[src/sv/ps2ht_pkg.sv]
// ----------------------------------------------------------------------------
// ps2ht_pkg
// Shared types and constants for the PS/2 host byte transceiver.
// ----------------------------------------------------------------------------
`timescale 1ns / 1ps

package ps2ht_pkg;

    localparam int TIMER_W  = 16;
    localparam int CFG_IDX_W = 3;

    // Register indexes on the configuration port
    localparam logic [CFG_IDX_W-1:0] CFG_RELEASE       = 3'd0;
    localparam logic [CFG_IDX_W-1:0] CFG_INHIBIT       = 3'd1;
    localparam logic [CFG_IDX_W-1:0] CFG_SETUP         = 3'd2;
    localparam logic [CFG_IDX_W-1:0] CFG_STOP_WAIT     = 3'd3;
    localparam logic [CFG_IDX_W-1:0] CFG_RX_RELEASE    = 3'd4;
    localparam logic [CFG_IDX_W-1:0] CFG_RX_START_DLY  = 3'd5;

    // Reset values of the timing registers, in ticks
    localparam logic [TIMER_W-1:0] RST_RELEASE      = 16'd300;
    localparam logic [TIMER_W-1:0] RST_INHIBIT      = 16'd300;
    localparam logic [TIMER_W-1:0] RST_SETUP        = 16'd10;
    localparam logic [TIMER_W-1:0] RST_STOP_WAIT    = 16'd50;
    localparam logic [TIMER_W-1:0] RST_RX_RELEASE   = 16'd50;
    localparam logic [TIMER_W-1:0] RST_RX_START_DLY = 16'd5;

    typedef enum logic [4:0] {
        PH_IDLE      = 5'd0,
        PH_TX_REL    = 5'd1,
        PH_TX_INH    = 5'd2,
        PH_TX_SETUP  = 5'd3,
        PH_TX_START  = 5'd4,
        PH_TX_BIT_HI = 5'd5,
        PH_TX_BIT_LO = 5'd6,
        PH_TX_PAR_HI = 5'd7,
        PH_TX_PAR_LO = 5'd8,
        PH_TX_STOP   = 5'd9,
        PH_TX_ACK    = 5'd10,
        PH_TX_IDLE   = 5'd11,
        PH_RX_REL    = 5'd12,
        PH_RX_START  = 5'd13,
        PH_RX_DELAY  = 5'd14,
        PH_RX_ST_LO  = 5'd15,
        PH_RX_BIT_HI = 5'd16,
        PH_RX_BIT_LO = 5'd17,
        PH_RX_PAR_HI = 5'd18,
        PH_RX_PAR_LO = 5'd19,
        PH_RX_STP_HI = 5'd20,
        PH_RX_STP_LO = 5'd21
    } phase_t;

    typedef struct packed {
        logic [TIMER_W-1:0] release_ticks;
        logic [TIMER_W-1:0] inhibit_ticks;
        logic [TIMER_W-1:0] setup_ticks;
        logic [TIMER_W-1:0] stop_wait_ticks;
        logic [TIMER_W-1:0] rx_release_ticks;
        logic [TIMER_W-1:0] rx_start_delay_ticks;
    } cfg_t;

    typedef struct packed {
        logic       clk_pull_low;
        logic       data_pull_low;
        logic       busy;
        logic       rx_valid;
        logic [7:0] rx_byte;
        logic       tx_done;
    } res_t;

endpackage

[src/sv/ps2ht_cfg_regs.sv]
// ----------------------------------------------------------------------------
// ps2ht_cfg_regs
// Timing register file; writes to unknown indexes are dropped.
// ----------------------------------------------------------------------------
`timescale 1ns / 1ps

module ps2ht_cfg_regs (
    input  logic                           clk,
    input  logic                           rst_n,
    input  logic                           wr_en,
    input  logic [ps2ht_pkg::CFG_IDX_W-1:0] wr_index,
    input  logic [ps2ht_pkg::TIMER_W-1:0]   wr_data,
    output ps2ht_pkg::cfg_t                cfg
);
    import ps2ht_pkg::*;

    cfg_t cfg_reg;

    always_ff @(posedge clk or negedge rst_n)
    begin
        if (!rst_n)
        begin
            cfg_reg.release_ticks        <= RST_RELEASE;
            cfg_reg.inhibit_ticks        <= RST_INHIBIT;
            cfg_reg.setup_ticks          <= RST_SETUP;
            cfg_reg.stop_wait_ticks      <= RST_STOP_WAIT;
            cfg_reg.rx_release_ticks     <= RST_RX_RELEASE;
            cfg_reg.rx_start_delay_ticks <= RST_RX_START_DLY;
        end
        else if (wr_en)
        begin
            case (wr_index)
                CFG_RELEASE:      cfg_reg.release_ticks        <= wr_data;
                CFG_INHIBIT:      cfg_reg.inhibit_ticks        <= wr_data;
                CFG_SETUP:        cfg_reg.setup_ticks          <= wr_data;
                CFG_STOP_WAIT:    cfg_reg.stop_wait_ticks      <= wr_data;
                CFG_RX_RELEASE:   cfg_reg.rx_release_ticks     <= wr_data;
                CFG_RX_START_DLY: cfg_reg.rx_start_delay_ticks <= wr_data;
                default:          ;
            endcase
        end
    end

    assign cfg = cfg_reg;

endmodule

[src/sv/ps2ht_fsm.sv]
// ----------------------------------------------------------------------------
// ps2ht_fsm
// Line-level sequencer: advances one sample per step, forms the next result.
// ----------------------------------------------------------------------------
`timescale 1ns / 1ps

module ps2ht_fsm (
    input  logic            clk,
    input  logic            rst_n,
    input  logic            step,
    input  logic            clk_level,
    input  logic            data_level,
    input  logic            send_request,
    input  logic [7:0]      tx_byte,
    input  logic            receive_request,
    input  ps2ht_pkg::cfg_t cfg,
    output ps2ht_pkg::res_t res_next
);
    import ps2ht_pkg::*;

    phase_t             phase_reg,  phase_next;
    logic [TIMER_W-1:0] timer_reg,  timer_next;
    logic [7:0]         shift_reg,  shift_next;
    logic [3:0]         count_reg,  count_next;
    logic               parity_reg, parity_next;
    logic               hold_reg,   hold_next;
    logic [7:0]         last_rx_reg, last_rx_next;
    logic               timer_zero;
    logic [3:0]         count_inc;

    assign timer_zero = (timer_reg == '0);
    assign count_inc  = count_reg + 4'd1;

    always_ff @(posedge clk or negedge rst_n)
    begin
        if (!rst_n)
        begin
            phase_reg   <= PH_IDLE;
            timer_reg   <= '0;
            shift_reg   <= '0;
            count_reg   <= '0;
            parity_reg  <= 1'b1;
            hold_reg    <= 1'b0;
            last_rx_reg <= '0;
        end
        else if (step)
        begin
            phase_reg   <= phase_next;
            timer_reg   <= timer_next;
            shift_reg   <= shift_next;
            count_reg   <= count_next;
            parity_reg  <= parity_next;
            hold_reg    <= hold_next;
            last_rx_reg <= last_rx_next;
        end
    end

    // Next state
    always_comb
    begin
        phase_next   = phase_reg;
        timer_next   = timer_zero ? timer_reg : timer_reg - 16'd1;
        shift_next   = shift_reg;
        count_next   = count_reg;
        parity_next  = parity_reg;
        hold_next    = hold_reg;
        last_rx_next = last_rx_reg;

        case (phase_reg)
            PH_IDLE:
            begin
                timer_next = timer_reg;
                if (send_request)
                begin
                    shift_next  = tx_byte;
                    count_next  = '0;
                    parity_next = 1'b1;
                    hold_next   = 1'b0;
                    phase_next  = PH_TX_REL;
                    timer_next  = cfg.release_ticks;
                end
                else if (receive_request)
                begin
                    shift_next = '0;
                    count_next = '0;
                    hold_next  = 1'b0;
                    phase_next = PH_RX_REL;
                    timer_next = cfg.rx_release_ticks;
                end
            end
            PH_TX_REL:
                if (timer_zero)
                begin
                    phase_next = PH_TX_INH;
                    timer_next = cfg.inhibit_ticks;
                end
            PH_TX_INH:
                if (timer_zero)
                begin
                    phase_next = PH_TX_SETUP;
                    timer_next = cfg.setup_ticks;
                end
            PH_TX_SETUP:
                if (timer_zero)
                    phase_next = PH_TX_START;
            PH_TX_START:
            begin
                timer_next = timer_reg;
                if (!clk_level)
                    phase_next = PH_TX_BIT_HI;
            end
            PH_TX_BIT_HI:
            begin
                timer_next = timer_reg;
                if (clk_level)
                    phase_next = PH_TX_BIT_LO;
            end
            PH_TX_BIT_LO:
            begin
                timer_next = timer_reg;
                if (!clk_level)
                begin
                    parity_next = parity_reg ^ shift_reg[0];
                    shift_next  = {1'b0, shift_reg[7:1]};
                    count_next  = count_inc;
                    phase_next  = count_inc[3] ? PH_TX_PAR_HI : PH_TX_BIT_HI;
                end
            end
            PH_TX_PAR_HI:
            begin
                timer_next = timer_reg;
                if (clk_level)
                    phase_next = PH_TX_PAR_LO;
            end
            PH_TX_PAR_LO:
            begin
                timer_next = timer_reg;
                if (!clk_level)
                begin
                    phase_next = PH_TX_STOP;
                    timer_next = cfg.stop_wait_ticks;
                end
            end
            PH_TX_STOP:
                if (timer_zero)
                    phase_next = PH_TX_ACK;
            PH_TX_ACK:
            begin
                timer_next = timer_reg;
                if (!clk_level)
                    phase_next = PH_TX_IDLE;
            end
            PH_TX_IDLE:
            begin
                timer_next = timer_reg;
                if (clk_level && data_level)
                begin
                    hold_next  = 1'b1;
                    phase_next = PH_IDLE;
                end
            end
            PH_RX_REL:
                if (timer_zero)
                    phase_next = PH_RX_START;
            PH_RX_START:
            begin
                timer_next = timer_reg;
                if (!clk_level)
                begin
                    phase_next = PH_RX_DELAY;
                    timer_next = cfg.rx_start_delay_ticks;
                end
            end
            PH_RX_DELAY:
                if (timer_zero)
                    phase_next = PH_RX_ST_LO;
            PH_RX_ST_LO:
            begin
                timer_next = timer_reg;
                if (clk_level)
                    phase_next = PH_RX_BIT_HI;
            end
            PH_RX_BIT_HI:
            begin
                timer_next = timer_reg;
                if (!clk_level)
                begin
                    shift_next = {data_level, shift_reg[7:1]};
                    phase_next = PH_RX_BIT_LO;
                end
            end
            PH_RX_BIT_LO:
            begin
                timer_next = timer_reg;
                if (clk_level)
                begin
                    count_next = count_inc;
                    phase_next = count_inc[3] ? PH_RX_PAR_HI : PH_RX_BIT_HI;
                end
            end
            PH_RX_PAR_HI:
            begin
                timer_next = timer_reg;
                if (!clk_level)
                    phase_next = PH_RX_PAR_LO;
            end
            PH_RX_PAR_LO:
            begin
                timer_next = timer_reg;
                if (clk_level)
                    phase_next = PH_RX_STP_HI;
            end
            PH_RX_STP_HI:
            begin
                timer_next = timer_reg;
                if (!clk_level)
                    phase_next = PH_RX_STP_LO;
            end
            PH_RX_STP_LO:
            begin
                timer_next = timer_reg;
                if (clk_level)
                begin
                    last_rx_next = shift_reg;
                    hold_next    = 1'b1;
                    phase_next   = PH_IDLE;
                end
            end
            default:
            begin
                timer_next = timer_reg;
                phase_next = PH_IDLE;
                hold_next  = 1'b0;
            end
        endcase
    end

    // Outputs, taken from the state after this step
    always_comb
    begin
        res_next.clk_pull_low  = 1'b0;
        res_next.data_pull_low = 1'b0;
        case (phase_next)
            PH_IDLE:      res_next.clk_pull_low = hold_next;
            PH_TX_INH:    res_next.clk_pull_low = 1'b1;
            PH_TX_SETUP:
            begin
                res_next.clk_pull_low  = 1'b1;
                res_next.data_pull_low = 1'b1;
            end
            PH_TX_START:  res_next.data_pull_low = 1'b1;
            PH_TX_BIT_HI,
            PH_TX_BIT_LO: res_next.data_pull_low = ~shift_next[0];
            PH_TX_PAR_HI,
            PH_TX_PAR_LO: res_next.data_pull_low = ~parity_next;
            default:      ;
        endcase
        res_next.busy     = (phase_next != PH_IDLE);
        res_next.rx_valid = (phase_reg == PH_RX_STP_LO) && (phase_next == PH_IDLE);
        res_next.tx_done  = (phase_reg == PH_TX_IDLE) && (phase_next == PH_IDLE);
        res_next.rx_byte  = last_rx_next;
    end

endmodule

[src/sv/ps2_host_byte_transceiver.sv]
// ----------------------------------------------------------------------------
// ps2_host_byte_transceiver: PS/2 host byte send/receive, one line sample per transaction
// Result: registered, valid in the cycle after the input transaction is accepted.
// Throughput: 1 transaction per cycle unless a held result (out_ready low) stalls; set by the single phase update.
// Reset (async, rst_n low): idle, both lines released, timings at defaults.
// ----------------------------------------------------------------------------
`timescale 1ns / 1ps

module ps2_host_byte_transceiver (
    input  logic                            clk,
    input  logic                            rst_n,
    // sample channel
    input  logic                            in_valid,
    output logic                            in_ready,
    input  logic                            clk_level,
    input  logic                            data_level,
    input  logic                            send_request,
    input  logic [7:0]                      tx_byte,
    input  logic                            receive_request,
    // result channel
    output logic                            out_valid,
    input  logic                            out_ready,
    output logic                            clk_pull_low,
    output logic                            data_pull_low,
    output logic                            busy_res,
    output logic                            rx_valid,
    output logic [7:0]                      rx_byte,
    output logic                            tx_done,
    // configuration write channel
    input  logic                            cfg_valid,
    output logic                            cfg_ready,
    input  logic [ps2ht_pkg::CFG_IDX_W-1:0] cfg_index,
    input  logic [ps2ht_pkg::TIMER_W-1:0]   cfg_data
);
    import ps2ht_pkg::*;

    cfg_t cfg;
    res_t res_next;
    res_t res_reg;
    logic out_valid_reg;
    logic step;

    // Config is always accepted; the host only writes while idle (not enforced by this block).
    assign cfg_ready = 1'b1;

    // The result register frees when its transaction is taken, so a new
    // sample can enter in the same cycle the old result leaves.
    assign in_ready = !out_valid_reg || out_ready;
    assign step     = in_valid && in_ready;

    ps2ht_cfg_regs u_cfg (
        .clk      (clk),
        .rst_n    (rst_n),
        .wr_en    (cfg_valid && cfg_ready),
        .wr_index (cfg_index),
        .wr_data  (cfg_data),
        .cfg      (cfg)
    );

    // Sequencer state advances only on an accepted sample transaction.
    ps2ht_fsm u_fsm (
        .clk             (clk),
        .rst_n           (rst_n),
        .step            (step),
        .clk_level       (clk_level),
        .data_level      (data_level),
        .send_request    (send_request),
        .tx_byte         (tx_byte),
        .receive_request (receive_request),
        .cfg             (cfg),
        .res_next        (res_next)
    );

    // Result register: one result per accepted sample.
    always_ff @(posedge clk or negedge rst_n)
    begin
        if (!rst_n)
        begin
            out_valid_reg <= 1'b0;
            res_reg       <= '0;
        end
        else
        begin
            if (step)
            begin
                out_valid_reg <= 1'b1;
                res_reg       <= res_next;
            end
            else if (out_ready)
            begin
                out_valid_reg <= 1'b0;
            end
        end
    end

    assign out_valid     = out_valid_reg;
    assign clk_pull_low  = res_reg.clk_pull_low;
    assign data_pull_low = res_reg.data_pull_low;
    assign busy_res      = res_reg.busy;
    assign rx_valid      = res_reg.rx_valid;
    assign rx_byte       = res_reg.rx_byte;
    assign tx_done       = res_reg.tx_done;

`ifndef NO_ASSERTIONS
    // Every accepted sample yields a result next cycle.
    a_result_follows: assert property (@(posedge clk) disable iff (!rst_n)
        step |=> out_valid)
        else $error("accepted sample produced no result");

    // A send and a receive never finish on the same tick.
    a_one_done: assert property (@(posedge clk) disable iff (!rst_n)
        out_valid |-> !(rx_valid && tx_done))
        else $error("rx_valid and tx_done both set");

    // Completion returns to idle holding the clock low, data released.
    a_done_idle: assert property (@(posedge clk) disable iff (!rst_n)
        out_valid && (rx_valid || tx_done) |-> !busy_res && clk_pull_low && !data_pull_low)
        else $error("completion without idle clock hold");

    // When idle, the data line is never driven.
    a_idle_data: assert property (@(posedge clk) disable iff (!rst_n)
        out_valid && !busy_res |-> !data_pull_low)
        else $error("data driven while idle");
`endif

endmodule
[config.mk]
export PLATFORM = sky130hd
export DESIGN_NAME = ps2_host_byte_transceiver
export DESIGN_NICKNAME = d
export VERILOG_FILES = /design/src/sv/ps2ht_pkg.sv /design/src/sv/ps2ht_cfg_regs.sv /design/src/sv/ps2ht_fsm.sv /design/src/sv/ps2_host_byte_transceiver.sv
export SDC_FILE = /design/constraint.sdc
export NUM_CORES = 1
export LEC_CHECK = 0
export CORE_MARGIN = 2
export CORE_UTILIZATION = 35
export CTS_BUF_LIST = sky130_fd_sc_hd__clkbuf_16
export DETAILED_ROUTE_END_ITERATION = 6
export DONT_BUFFER_PORTS = 1
export GPL_ROUTABILITY_DRIVEN = 0
export GPL_TIMING_DRIVEN = 1
export PLACE_DENSITY_LB_ADDON = 0.08
export SYNTH_ARGS = -nofsm -noshare
export SYNTH_HDL_FRONTEND = slang
export SYNTH_SLANG_ARGS = --single-unit
[constraint.sdc]
create_clock -name clk -period 4.8 [get_ports clk]
set_input_delay 0.72 -clock clk [delete_from_list [all_inputs] [get_ports clk]]
set_output_delay 0.72 -clock clk [all_outputs]
set_load 0.03 [all_outputs]
==> results of run 1 <==
power by group:
part	internal (mW)	total, mW	leakage, nW	switching (mW)
sequential	1.58	1.99	1.75	0.407
clock	0.750	1.27	0.274	0.520
combinational	0.579	1.32	1.32	0.737
critical path: cells and delay by family, from the launching register on:
kind | cells | cell delay [ns]
flip-flops | 1 | 0.44
adder cells (fa/ha/maj) | 1 | 0.17
AND/OR/NAND/NOR | 4 | 1.04
AO/OA/AOI/OAI | 4 | 1.37
buffers and inverters | 1 | 0.08
routing by layer:
layer	routed length (um)	global-route usage	up-vias	share of wire
li1	-	-	2524	-
met3	894	0.0488	21	0.045
met4	286	0.0547	0	0.014
met2	9880	0.311	113	0.50
met5	0	0	-	0
met1	8700	0.231	2715	0.44
logic make-up (layout without fill, tap and decap cells):
logic type,count (synthesis),count (layout),share of synthesized area
AOI/OAI and AO/OA,193,193,0.165
and+or+nand+nor,171,171,0.126
DFF,145,145,0.486
muxes,123,123,0.183
buffers and inverters,51,53,0.0343
adders and majority gates,2,2,0.00333
xor gates and xnor gates,2,2,0.00233
other,1,1,0.000499
placed cells by master (no fill, tap or decap), types with 4 or more instances in the layout:
master     netlist  layout
dfrtp_1        126     126
nor2_1          41      41
nor2b_1         10      10
o21ai_0         58      58
inv_1           10      14
nand4b_1         4       4
a32oi_1          4       4
clkinv_1         0       4
a221oi_1         8       8
and3_1           4       4
mux2_2         115     115
a22o_1           5       5
a31oi_1          5       5
a21oi_1         45      45
mux2i_1          8       8
o21a_1           4       4
dfstp_2         19      19
buf_4            9      10
clkbuf_16        0      17
nand2b_1         8       8
nand2_1         48      48
nor4_4           3       4
nor3_1          15      13
o31ai_1          5       5
nand3_1         10      10
o21ai_1          5       5
a22oi_1         22      22
stage by stage:
stage | instances | total power [mW]
6_report | 965 | 4.58
5_1_grt | 965 | 4.88
4_1_cts | 965 | 4.62
3_5_place_dp | 932 | 3.30
3_3_place_gp | 932 | 3.27
2_1_floorplan | 688 | 2.98
path summary, 6_finish.rpt:
check / start / slack (ns) / to / cells after the start
max: u_fsm.timer_reg[0] / 1.53 / u_fsm.timer_reg[2] / 10
min: rst_n / 0.12 / u_fsm.parity_reg / 0
max reg2reg: u_fsm.timer_reg[0] / 1.53 / u_fsm.timer_reg[2] / 10
min reg2reg: u_fsm.hold_reg / 0.50 / u_fsm.hold_reg / 2
max in group asynchronous: rst_n / 3.99 / u_cfg.cfg[15] / 1
min in group clk: in_valid / 0.40 / out_valid / 1
final cells by class:
type	instances	area, um2
fill	2028	12700
sequential	145	3650
multi-input combinational	492	3630
clock buffer	17	425
tap	275	344
clock inverter	15	130
timing repair buffer	11	103
inverter	10	37.5
timing repair:
action	CTS	global route
buffers inserted	0	0
endpoints found under the hold margin	126	0
resized for setup	0	0
hold buffers	1	0
==> summary.md, run 1 <==
| Metric | Value |
|---|---|
| Diodes inserted | `0` |
| Final wirelength | `19,800 um` |
| Max Fanout on Critical Path | `19` |
| Unrepaired setup endpoints after global routing | `no` |
| Chip width | `151 um` |
| Period minus WS final | `3.27 ns` |
| Reg clk slew, reported paths | `0.06 ns` |
| Max-slew headroom | `0.220` |
| Asr flop ratio synth | `1.00` |
| Arr. time, crit path | `3.58 ns` |
| Number of synthesized flops with an enable pin | `0` |
| Clock Root Buffer | `clkbuf_16` |
| Antenna violations before repair | `0` |
| VDD IR max | `0.000250 V` |
| Outcome | `completed` |
| First-pass GRT wire length | `31,300 um` |
| Type of origin of the critical path | `flip-flop` |
| Num CTS Buffers | `17` |
| Clock tree from TritonCTS | `built` |
| Final Util | `0.396` |
| Fraction of layout cells with a size suffix above 1 | `0.283` |
| I/O pin count | `52` |
| Top cells by area, synth | `dfrtp_1, mux2_2, dfstp_2, o21ai_0, a21oi_1` |
| Layout Nets | `715` |
| Max Cap Violations | `0` |
| Top_reg_cell synth | `dfrtp_1` |
| Most frequent cells after synthesis | `dfrtp_1, mux2_2, o21ai_0, nand2_1, a21oi_1` |
| Clock Latency Late Sink | `0.44 ns` |
| Fin Hold WS | `0.122 ns` |
| DR iter-0 viols | `225` |
| Critical path, cell by cell | `inv_1, ha_1, nor4b_1, nand4_1, o21ai_0, a21oi_1, o21ai_2, nor2_1, o21ai_0, nand2_1` |
| Post-Place Cell Area | `7740 um2` |
| Dominant cell type by area after synthesis | `dfrtp_1` |
| Vias in the first global route | `5,634` |
| Hold Crit Class | `in -> async` |
| Final antenna-violating net count | `0` |
| Syn Nets | `726` |
| Yosys reg bits | `145` |
| Largest register FFs | `96` |
| Port bufs | `0` |
| Initial Utilization | `0.357` |
| Max incr delay on CP | `0.69 ns` |
| Post-DR wirelength/cell | `20.5 um` |
| DIE AREA | `22,700 um2` |
| Count leader, synth | `dfrtp_1` |
| # setup viols final | `0` |
| Num rows | `53` |
| Yosys top cell area share | `0.420` |
| Worst-Margin Slew | `1.16 ns` |
| Clock buffer depth | `2` |
| Final Hold Viols | `0` |
| PwrDens | `550 nW/um2` |
| DR vias | `5,373` |
| Clock Skew | `0.00740 ns` |
| Grt ovf | `0` |
| F_max | `306 MHz` |
| Slowest-stage cell, CP | `o21ai_2` |
| CP endpoint kind | `flip-flop` |
| Die H | `151 um` |
| Layout area overhead | `10.8%` |
| CTS Sinks | `145` |
| Cell area after synthesis | `7510 um2` |
| Leakage | `3.34 nW` |
| All-Layer GR Usage | `0.184` |
| Setup ws final | `1.53 ns` |
| Cell mode on critical path | `o21ai_0` |
| Via/cell ratio | `5.57` |
| Drt pass-1 iters | `4` |
| Cell area after layout | `8320 um2` |
| DRC violations left | `0` |
| Gate Count Post-Synth | `688` |
| H-tree depth | `4` |
| Area of the core | `21,000 um2` |
| Final Cycle Share | `0.680` |
| Setup_tns | `0 ns` |
| Largest net degree at the start of global routing | `127` |
| Crit path kind | `reg -> reg` |
| Post-synthesis sequential area ratio | `0.486` |
| Warnings, synthesis | `0` |
| WP data required | `5.12 ns` |
| Worst slack at placement | `1.54 ns` |
| Slew Limit Fails | `0` |
| Dpl hpwl | `12,700 um` |
| Synthesized area per cell | `10.9 um2` |
| Unique masters post-synth | `73` |
(Power assumes the default switching activity.)
==> run 2: changes to the inputs <==
Settings changed: ABC_AREA set to 1.
Clock period 4.8 ns to 2.7 ns, I/O delays scaled along.
==> summary.md, run 2 <==
| Metric | Value |
|---|---|
| Outcome | `finished with violations` |
| Violations in the final reports | `negative hold slack` |
| Largest net degree at the start of global routing | `146 (+15%)` |
| WP data required | `3.05 ns (-2.07 ns)` |
| R2R cell count | `11 (+1)` |
| All-Layer GR Usage | `0.202 (+0.0178)` |
| Arr. time, crit path | `2.84 ns (-0.74 ns)` |
| Via/cell ratio | `5.11 (-8.3%)` |
| Critical path, cell by cell | `inv_2, nand2_1, nor2_4, nand2_1, nand2_2, nor3_4, nand2_4, o21ai_4, inv_2, nand3_1, o21ai_2` |
| Syn Nets | `1,072 (+48%)` |
| Worst slack at placement | `0.247 ns (-1.29 ns)` |
| Number of synthesized flops with an enable pin | `0 (unchanged)` |
| Inst Count DP | `1,295 (+39%)` |
| Cell area after layout | `8710 um2 (+4.7%)` |
| Max-slew headroom | `0.560 (+0.340)` |
| Num CTS Buffers | `17 (unchanged)` |
| CP endpoint kind | `flip-flop` |
| Fraction of layout cells with a size suffix above 1 | `0.116 (-0.167)` |
| Top_reg_cell synth | `dfrtp_1` |
| Chip width | `153 um (+1.6%)` |
| Final wirelength | `22,700 um (+15%)` |
| Clock tree from TritonCTS | `built` |
| Overall power | `9.22 mW (+100%)` |
| Slew Limit Fails | `0 (unchanged)` |
| Cell area after synthesis | `7760 um2 (+3.3%)` |
| Period minus WS final | `2.50 ns (-0.771 ns)` |
| Worst R2R End | `u_fsm.timer_reg[3]` |
| Layout area overhead | `12.2%` |
| Port bufs | `0 (unchanged)` |
| Area of the core | `21,800 um2 (+3.8%)` |
| Die H | `153 um (+1.6%)` |
| Num rows | `54 (+1.9%)` |
| Asr flop ratio synth | `1.00 (unchanged)` |
| Final Cycle Share | `0.924 (+0.244)` |
| Most frequent cells after synthesis | `nand2_1, o21ai_0, dfrtp_1, nand3_1, nor2_1` |
| Post-Layout Cell Count | `1,327 (+38%)` |
| Initial Utilization | `0.356 (-0.00167)` |
| Post-synthesis sequential area ratio | `0.470 (-0.0157)` |
| Grt ovf | `0 (unchanged)` |
| Clock Latency Late Sink | `0.43 ns (about the same)` |
| Clock Root Buffer | `clkbuf_16` |
| Dominant cell type by area after synthesis | `dfrtp_1` |
| Max Fanout on Critical Path | `25 (+6)` |
| Unrepaired setup endpoints after global routing | `no` |
| Worst-Margin Slew | `0.655 ns (-0.506 ns)` |
| Hold Crit Class | `in -> async` |
| Final Hold Viols | `129 (+129)` |
| H-tree depth | `4 (unchanged)` |
| Top cells by area, synth | `dfrtp_1, nand2_1, o21ai_0, dfstp_2, nand3_1` |
| R2R setup slack | `0.20 ns (-1.33 ns)` |
| PwrDens | `1060 nW/um2 (+92%)` |
| Post-DR wirelength/cell | `17.1 um (-16%)` |
| Buf+Inv Stages, Crit Path | `2 (+1)` |
| DIE AREA | `23,400 um2 (+3.2%)` |
| Unique masters post-synth | `45 (-38%)` |
| Largest register FFs | `96 (unchanged)` |
| CTS Sinks | `145 (unchanged)` |
| Yosys reg bits | `145 (unchanged)` |
| Post-Place Cell Area | `8110 um2 (+4.7%)` |
| Count leader, synth | `nand2_1` |
| Final antenna-violating net count | `0 (unchanged)` |
| Clock buffer depth | `2 (unchanged)` |
| VDD IR max | `0.000413 V (+65%)` |
| # setup viols final | `0 (unchanged)` |
| Leakage | `4.16 nW (+25%)` |
| Post-CTS Setup Bufs | `0 (unchanged)` |
| Slowest-stage cell, CP | `dfrtp_1` |
| Layout filler cell count | `2,331 (+15%)` |
| Most frequent cells in the layout | `nand2_1, o21ai_0, dfrtp_1, nand3_1, nor2_1` |
| RR Startpoint | `u_fsm.phase_reg[1]` |
| F_max | `401 MHz (+31%)` |
| Diodes inserted | `0 (unchanged)` |
| First-pass GRT wire length | `37,400 um (+19%)` |
| Final Util | `0.399 (+0.00328)` |
| DRC violations left | `0 (unchanged)` |
| Antenna violations before repair | `0 (unchanged)` |
| Gate Count Post-Synth | `1,034 (+50%)` |
| Delay-heaviest family, CP | `simple AND/OR/NAND/NOR gates` |
| Type of origin of the critical path | `flip-flop` |
| Fin Hold WS | `-0.327 ns (-0.449 ns)` |
| I/O pin count | `52 (unchanged)` |
| Reg clk slew, reported paths | `0.06 ns (about the same)` |
| Clock Skew | `0.0144 ns (+0.00703 ns)` |
| Crit path kind | `reg -> reg` |
| DR vias | `6,776 (+26%)` |
| DR iter-0 viols | `393 (+75%)` |
| Yosys top cell area share | `0.406 (-0.0135)` |
| Max Cap Violations | `0 (unchanged)` |
| Layout Nets | `1,072 (+50%)` |
| Warnings, synthesis | `0 (unchanged)` |
| Max incr delay on CP | `0.49 ns (-0.20 ns)` |
| Setup ws final | `0.205 ns (-1.33 ns)` |
| Drt pass-1 iters | `5 (+1)` |
| Dpl hpwl | `15,100 um (+19%)` |
| Vias in the first global route | `6,908 (+23%)` |
| Synthesized area per cell | `7.51 um2 (-31%)` |
| Most common cell after layout, fill and taps aside | `nand2_1` |
| Setup_tns | `0 ns (unchanged)` |
==> run 2: cell types whose count changed in the layout (fill, tap and decap cells not counted), moves of 12 or more <==
cell,previous run,this run
o21ai_0,58,155
a21oi_1,45,21
nand3_1,10,75
a22oi_1,22,0
nand2_1,48,331
nor2_1,41,73
inv_1,14,70
buf_4,10,22
mux2_2,115,0
inv_2,0,14
==> run 2: power by group <==
part | leakage (nW) | switching (mW) | internal [mW]
Clock | 0.298 | 0.998 | 1.46
Combinational | 2.05 | 2.34 | 1.11
Sequential | 1.81 | 0.553 | 2.75
==> run 2: layer usage <==
layer,vias to the layer above,wire (um),global-route usage
li1,3382,-,-
met1,3179,10500,0.263
met2,165,10900,0.338
met3,50,792,0.0366
met4,0,595,0.0723
met5,-,0,0
==> run 2: layout make-up <==
type | instances | area [um2] | share of cell area
Sequential cell | 145 | 3650 | 0.419
Inverter | 85 | 319 | 0.0366
Timing Repair Buffer | 23 | 185 | 0.0213
Tap cell | 280 | 350 | 0.0402
Clock buffer | 17 | 425 | 0.0488
Multi-Input combinational cell | 762 | 3600 | 0.414
Clock inverter | 15 | 178 | 0.0204
==> run 2: how the worst max path moves through the flow <==
| stage | from | end | slack [ns] | depth (start not counted) |
|---|---|---|---|---|
| after global routing | u_fsm.phase_reg[1] | u_fsm.timer_reg[3] | 0.0009 | 11 |
| after global placement | u_fsm.timer_reg[0] | u_fsm.timer_reg[15] | 0.27 | 16 |
| after detailed placement | u_fsm.phase_reg[1] | u_fsm.timer_reg[3] | 0.25 | 11 |
| after floorplan | u_fsm.timer_reg[0] | tx_done | 0.77 | 14 |
| final | u_fsm.phase_reg[1] | u_fsm.timer_reg[3] | 0.20 | 11 |
| after CTS | u_fsm.phase_reg[1] | u_fsm.timer_reg[3] | 0.20 | 11 |
==> run 2: logic make-up (layout without fill, tap and decap cells) <==
kind of cell,Yosys count,count (layout),synth area share
compound gates,224,224,0.160
xor+xnor,9,9,0.0102
fa+ha+maj,2,2,0.00322
buf+inv,127,140,0.0661
flops,145,145,0.470
other cells,1,1,0.000483
simple gates,526,526,0.290
==> run 2: repair_timing <==
action,4_1_cts,5_1_grt
resized for setup,0,2
setup endpoints to repair,0,2
hold endpoints to repair,145,145
==> run 2: worst register-to-register path, cell delays in order, from the launching register on <==
cell     delay (ns)
dfrtp_1        0.49
inv_2          0.13
nand2_1        0.11
nor2_4         0.19
nand2_1        0.22
nand2_2        0.17
nor3_4         0.05
nand2_4        0.26
o21ai_4        0.09
inv_2          0.42
nand3_1        0.19
o21ai_2        0.09
==> run 3: changes to the inputs <==
Settings changed: ABC_AREA 1 to unset.
==> summary.md, run 3 (synthesis results as in run 1) <==
| Metric | Value |
|---|---|
| Hold Crit Class | `in -> async` |
| Worst-Margin Slew | `0.675 ns (+0.0196 ns)` |
| Diodes inserted | `0 (unchanged)` |
| Max Cap Violations | `0 (unchanged)` |
| # setup viols final | `0 (unchanged)` |
| Antenna violations before repair | `0 (unchanged)` |
| Chip width | `151 um (-1.6%)` |
| Dpl hpwl | `13,400 um (-12%)` |
| Clock Root Buffer | `clkbuf_16` |
| Leakage | `3.49 nW (-16%)` |
| PwrDens | `975 nW/um2 (-7.8%)` |
| Met3 routed WL | `1030 um (+30%)` |
| Highest metal used | `met4` |
| All-Layer GR Usage | `0.180 (-0.0215)` |
| Clock Latency Late Sink | `0.42 ns (about the same)` |
| Clock Skew | `0.00588 ns (-0.00854 ns)` |
| CP endpoint | `u_fsm.timer_reg[15]` |
| I/O pin count | `52 (unchanged)` |
| Max incr delay on CP | `0.41 ns (-0.08 ns)` |
| Grt ovf | `0 (unchanged)` |
| Arr. time, crit path | `2.81 ns (-0.03 ns)` |
| DR iter-0 viols | `336 (-15%)` |
| Violations in the final reports | `negative hold slack` |
| Final Util | `0.408 (+0.00839)` |
| Max Fanout on Critical Path | `8 (-68%)` |
| Slowest-stage cell, CP | `dfrtp_1` |
| Vias in the first global route | `5,615 (-19%)` |
| Final Hold Viols | `127 (-1.6%)` |
| Cell area after layout | `8570 um2 (-1.7%)` |
| CP endpoint kind | `flip-flop` |
| Crit path kind | `reg -> reg` |
| R2R cell count | `11 (unchanged)` |
| VDD IR max | `0.000407 V (-1.3%)` |
| Layout area overhead | `14.1%` |
| Area of the core | `21,000 um2 (-3.7%)` |
| Port bufs | `0 (unchanged)` |
| Post-DR wirelength/cell | `19.8 um (+16%)` |
| Final wirelength | `19,700 um (-13%)` |
| Largest register FFs | `96 (unchanged)` |
| Fraction of layout cells with a size suffix above 1 | `0.323 (+0.207)` |
| Initial Utilization | `0.357 (+0.00167)` |
| WP data required | `3.00 ns (-0.05 ns)` |
| Most frequent cells in the layout | `dfrtp_1, mux2_2, o21ai_0, nand2_1, a21oi_1` |
| First-pass GRT wire length | `31,200 um (-17%)` |
| Critical path, cell by cell | `inv_1, ha_1, nor4b_2, nand4_1, buf_6, nor4b_4, nand3_2, nor3_2, xnor2_1, a21oi_1, o31a_1` |
| Worst slack at placement | `0.0833 ns (-0.163 ns)` |
| Final Cycle Share | `0.932 (+0.00767)` |
| DIE AREA | `22,700 um2 (-3.1%)` |
| Layout Nets | `745 (-31%)` |
| Clock tree from TritonCTS | `built` |
| Final antenna-violating net count | `0 (unchanged)` |
| Critical path origin | `u_fsm.timer_reg[1]` |
| Num rows | `53 (-1.9%)` |
| Worst R2R End | `u_fsm.timer_reg[15]` |
| DRC violations left | `0 (unchanged)` |
| Slew Limit Fails | `0 (unchanged)` |
| Die H | `151 um (-1.6%)` |
| Via/cell ratio | `5.60 (+9.7%)` |
| Fin Hold WS | `-0.313 ns (+0.0139 ns)` |
| Setup ws final | `0.184 ns (-0.0207 ns)` |
| Unrepaired setup endpoints after global routing | `yes` |
| Post-Place Cell Area | `7970 um2 (-1.7%)` |
| R2R setup slack | `0.18 ns (-0.02 ns)` |
| F_max | `397 MHz (-0.82%)` |
| H-tree depth | `4 (unchanged)` |
| Num CTS Buffers | `17 (unchanged)` |
| RR Startpoint | `u_fsm.timer_reg[1]` |
| Reg clk slew, reported paths | `0.06 ns (about the same)` |
| Setup_tns | `0 ns (unchanged)` |
| Largest net degree at the start of global routing | `146 (unchanged)` |
| Type of origin of the critical path | `flip-flop` |
| Outcome | `finished with violations` |
| CTS Sinks | `145 (unchanged)` |
| Drt pass-1 iters | `7 (+2)` |
| DR vias | `5,569 (-18%)` |
| Most common cell after layout, fill and taps aside | `dfrtp_1` |
| Period minus WS final | `2.52 ns (+0.0207 ns)` |
| Clock buffer depth | `2 (unchanged)` |
| Post-Route M1 WL | `8680 um (-17%)` |
| Max-slew headroom | `0.550 (-0.00978)` |
| Met2 routed WL | `9670 um (-11%)` |
run 3: cell types whose count changed in the layout (fill, tap and decap cells not counted), sizes merged, moves of 23 or more:
cell   delta
nor2     -39
mux2    +115
inv      -77
nand3    -70
o21ai   -109
a21oi    +23
nand2   -292
a22oi    +23
run 3: how the worst min path moves through the flow:
| stage | slack, ns | endpoint | start | cells past startpoint |
|---|---|---|---|---|
| after floorplan | 0.11 | busy_res | rst_n | 0 |
| after global placement | 0.12 | u_fsm.count_reg[0] | rst_n | 0 |
| after detailed placement | 0.12 | u_fsm.count_reg[1] | rst_n | 0 |
| after CTS | -0.33 | u_fsm.count_reg[1] | rst_n | 0 |
| after global routing | -0.34 | u_fsm.count_reg[1] | rst_n | 0 |
| final | -0.31 | u_fsm.count_reg[1] | rst_n | 0 |
run 3: final cells by class:
type	instances	area [um2]
Clock buffer	17	425
Multi-Input combinational cell	492	3650
Inverter	10	37.5
Tap cell	275	344
Clock inverter	14	128
Timing Repair Buffer	41	328
Fill cell	1971	12500
Sequential cell	145	3650
run 3: repair_timing:
action                                  4_1_cts  5_1_grt
endpoints found under the setup margin        0       17
hold endpoints to repair                    145      145
buffers inserted                              0        2
gates resized for setup                       0        9
run 3: power breakdown:
group	total (mW)	switching (mW)	leakage, nW	internal [mW]
combinational	2.63	1.42	1.47	1.21
clock	2.24	0.907	0.281	1.34
sequential	3.48	0.667	1.74	2.82
run 3: through the flow:
stage / power [mW] / cells
2_1_floorplan: 5.30 / 688
3_3_place_gp: 6.04 / 961
3_5_place_dp: 6.10 / 961
4_1_cts: 8.37 / 992
5_1_grt: 8.88 / 994
6_report: 8.36 / 994
run 3: worst max-delay path, delay by kind of cell, from the launching register on:
kind	cells	cell delay (ns)
fa+ha+maj	1	0.21
flops	1	0.41
compound gates	2	0.30
buf+inv	2	0.27
xor+xnor	1	0.15
simple gates	5	1.07
run 3: per-layer routing:
metal  vias up  GRT usage
met5         -          0
met4         0     0.0594
met3        23     0.0412
met2       154      0.296
met1      2804      0.236
li1       2588          -
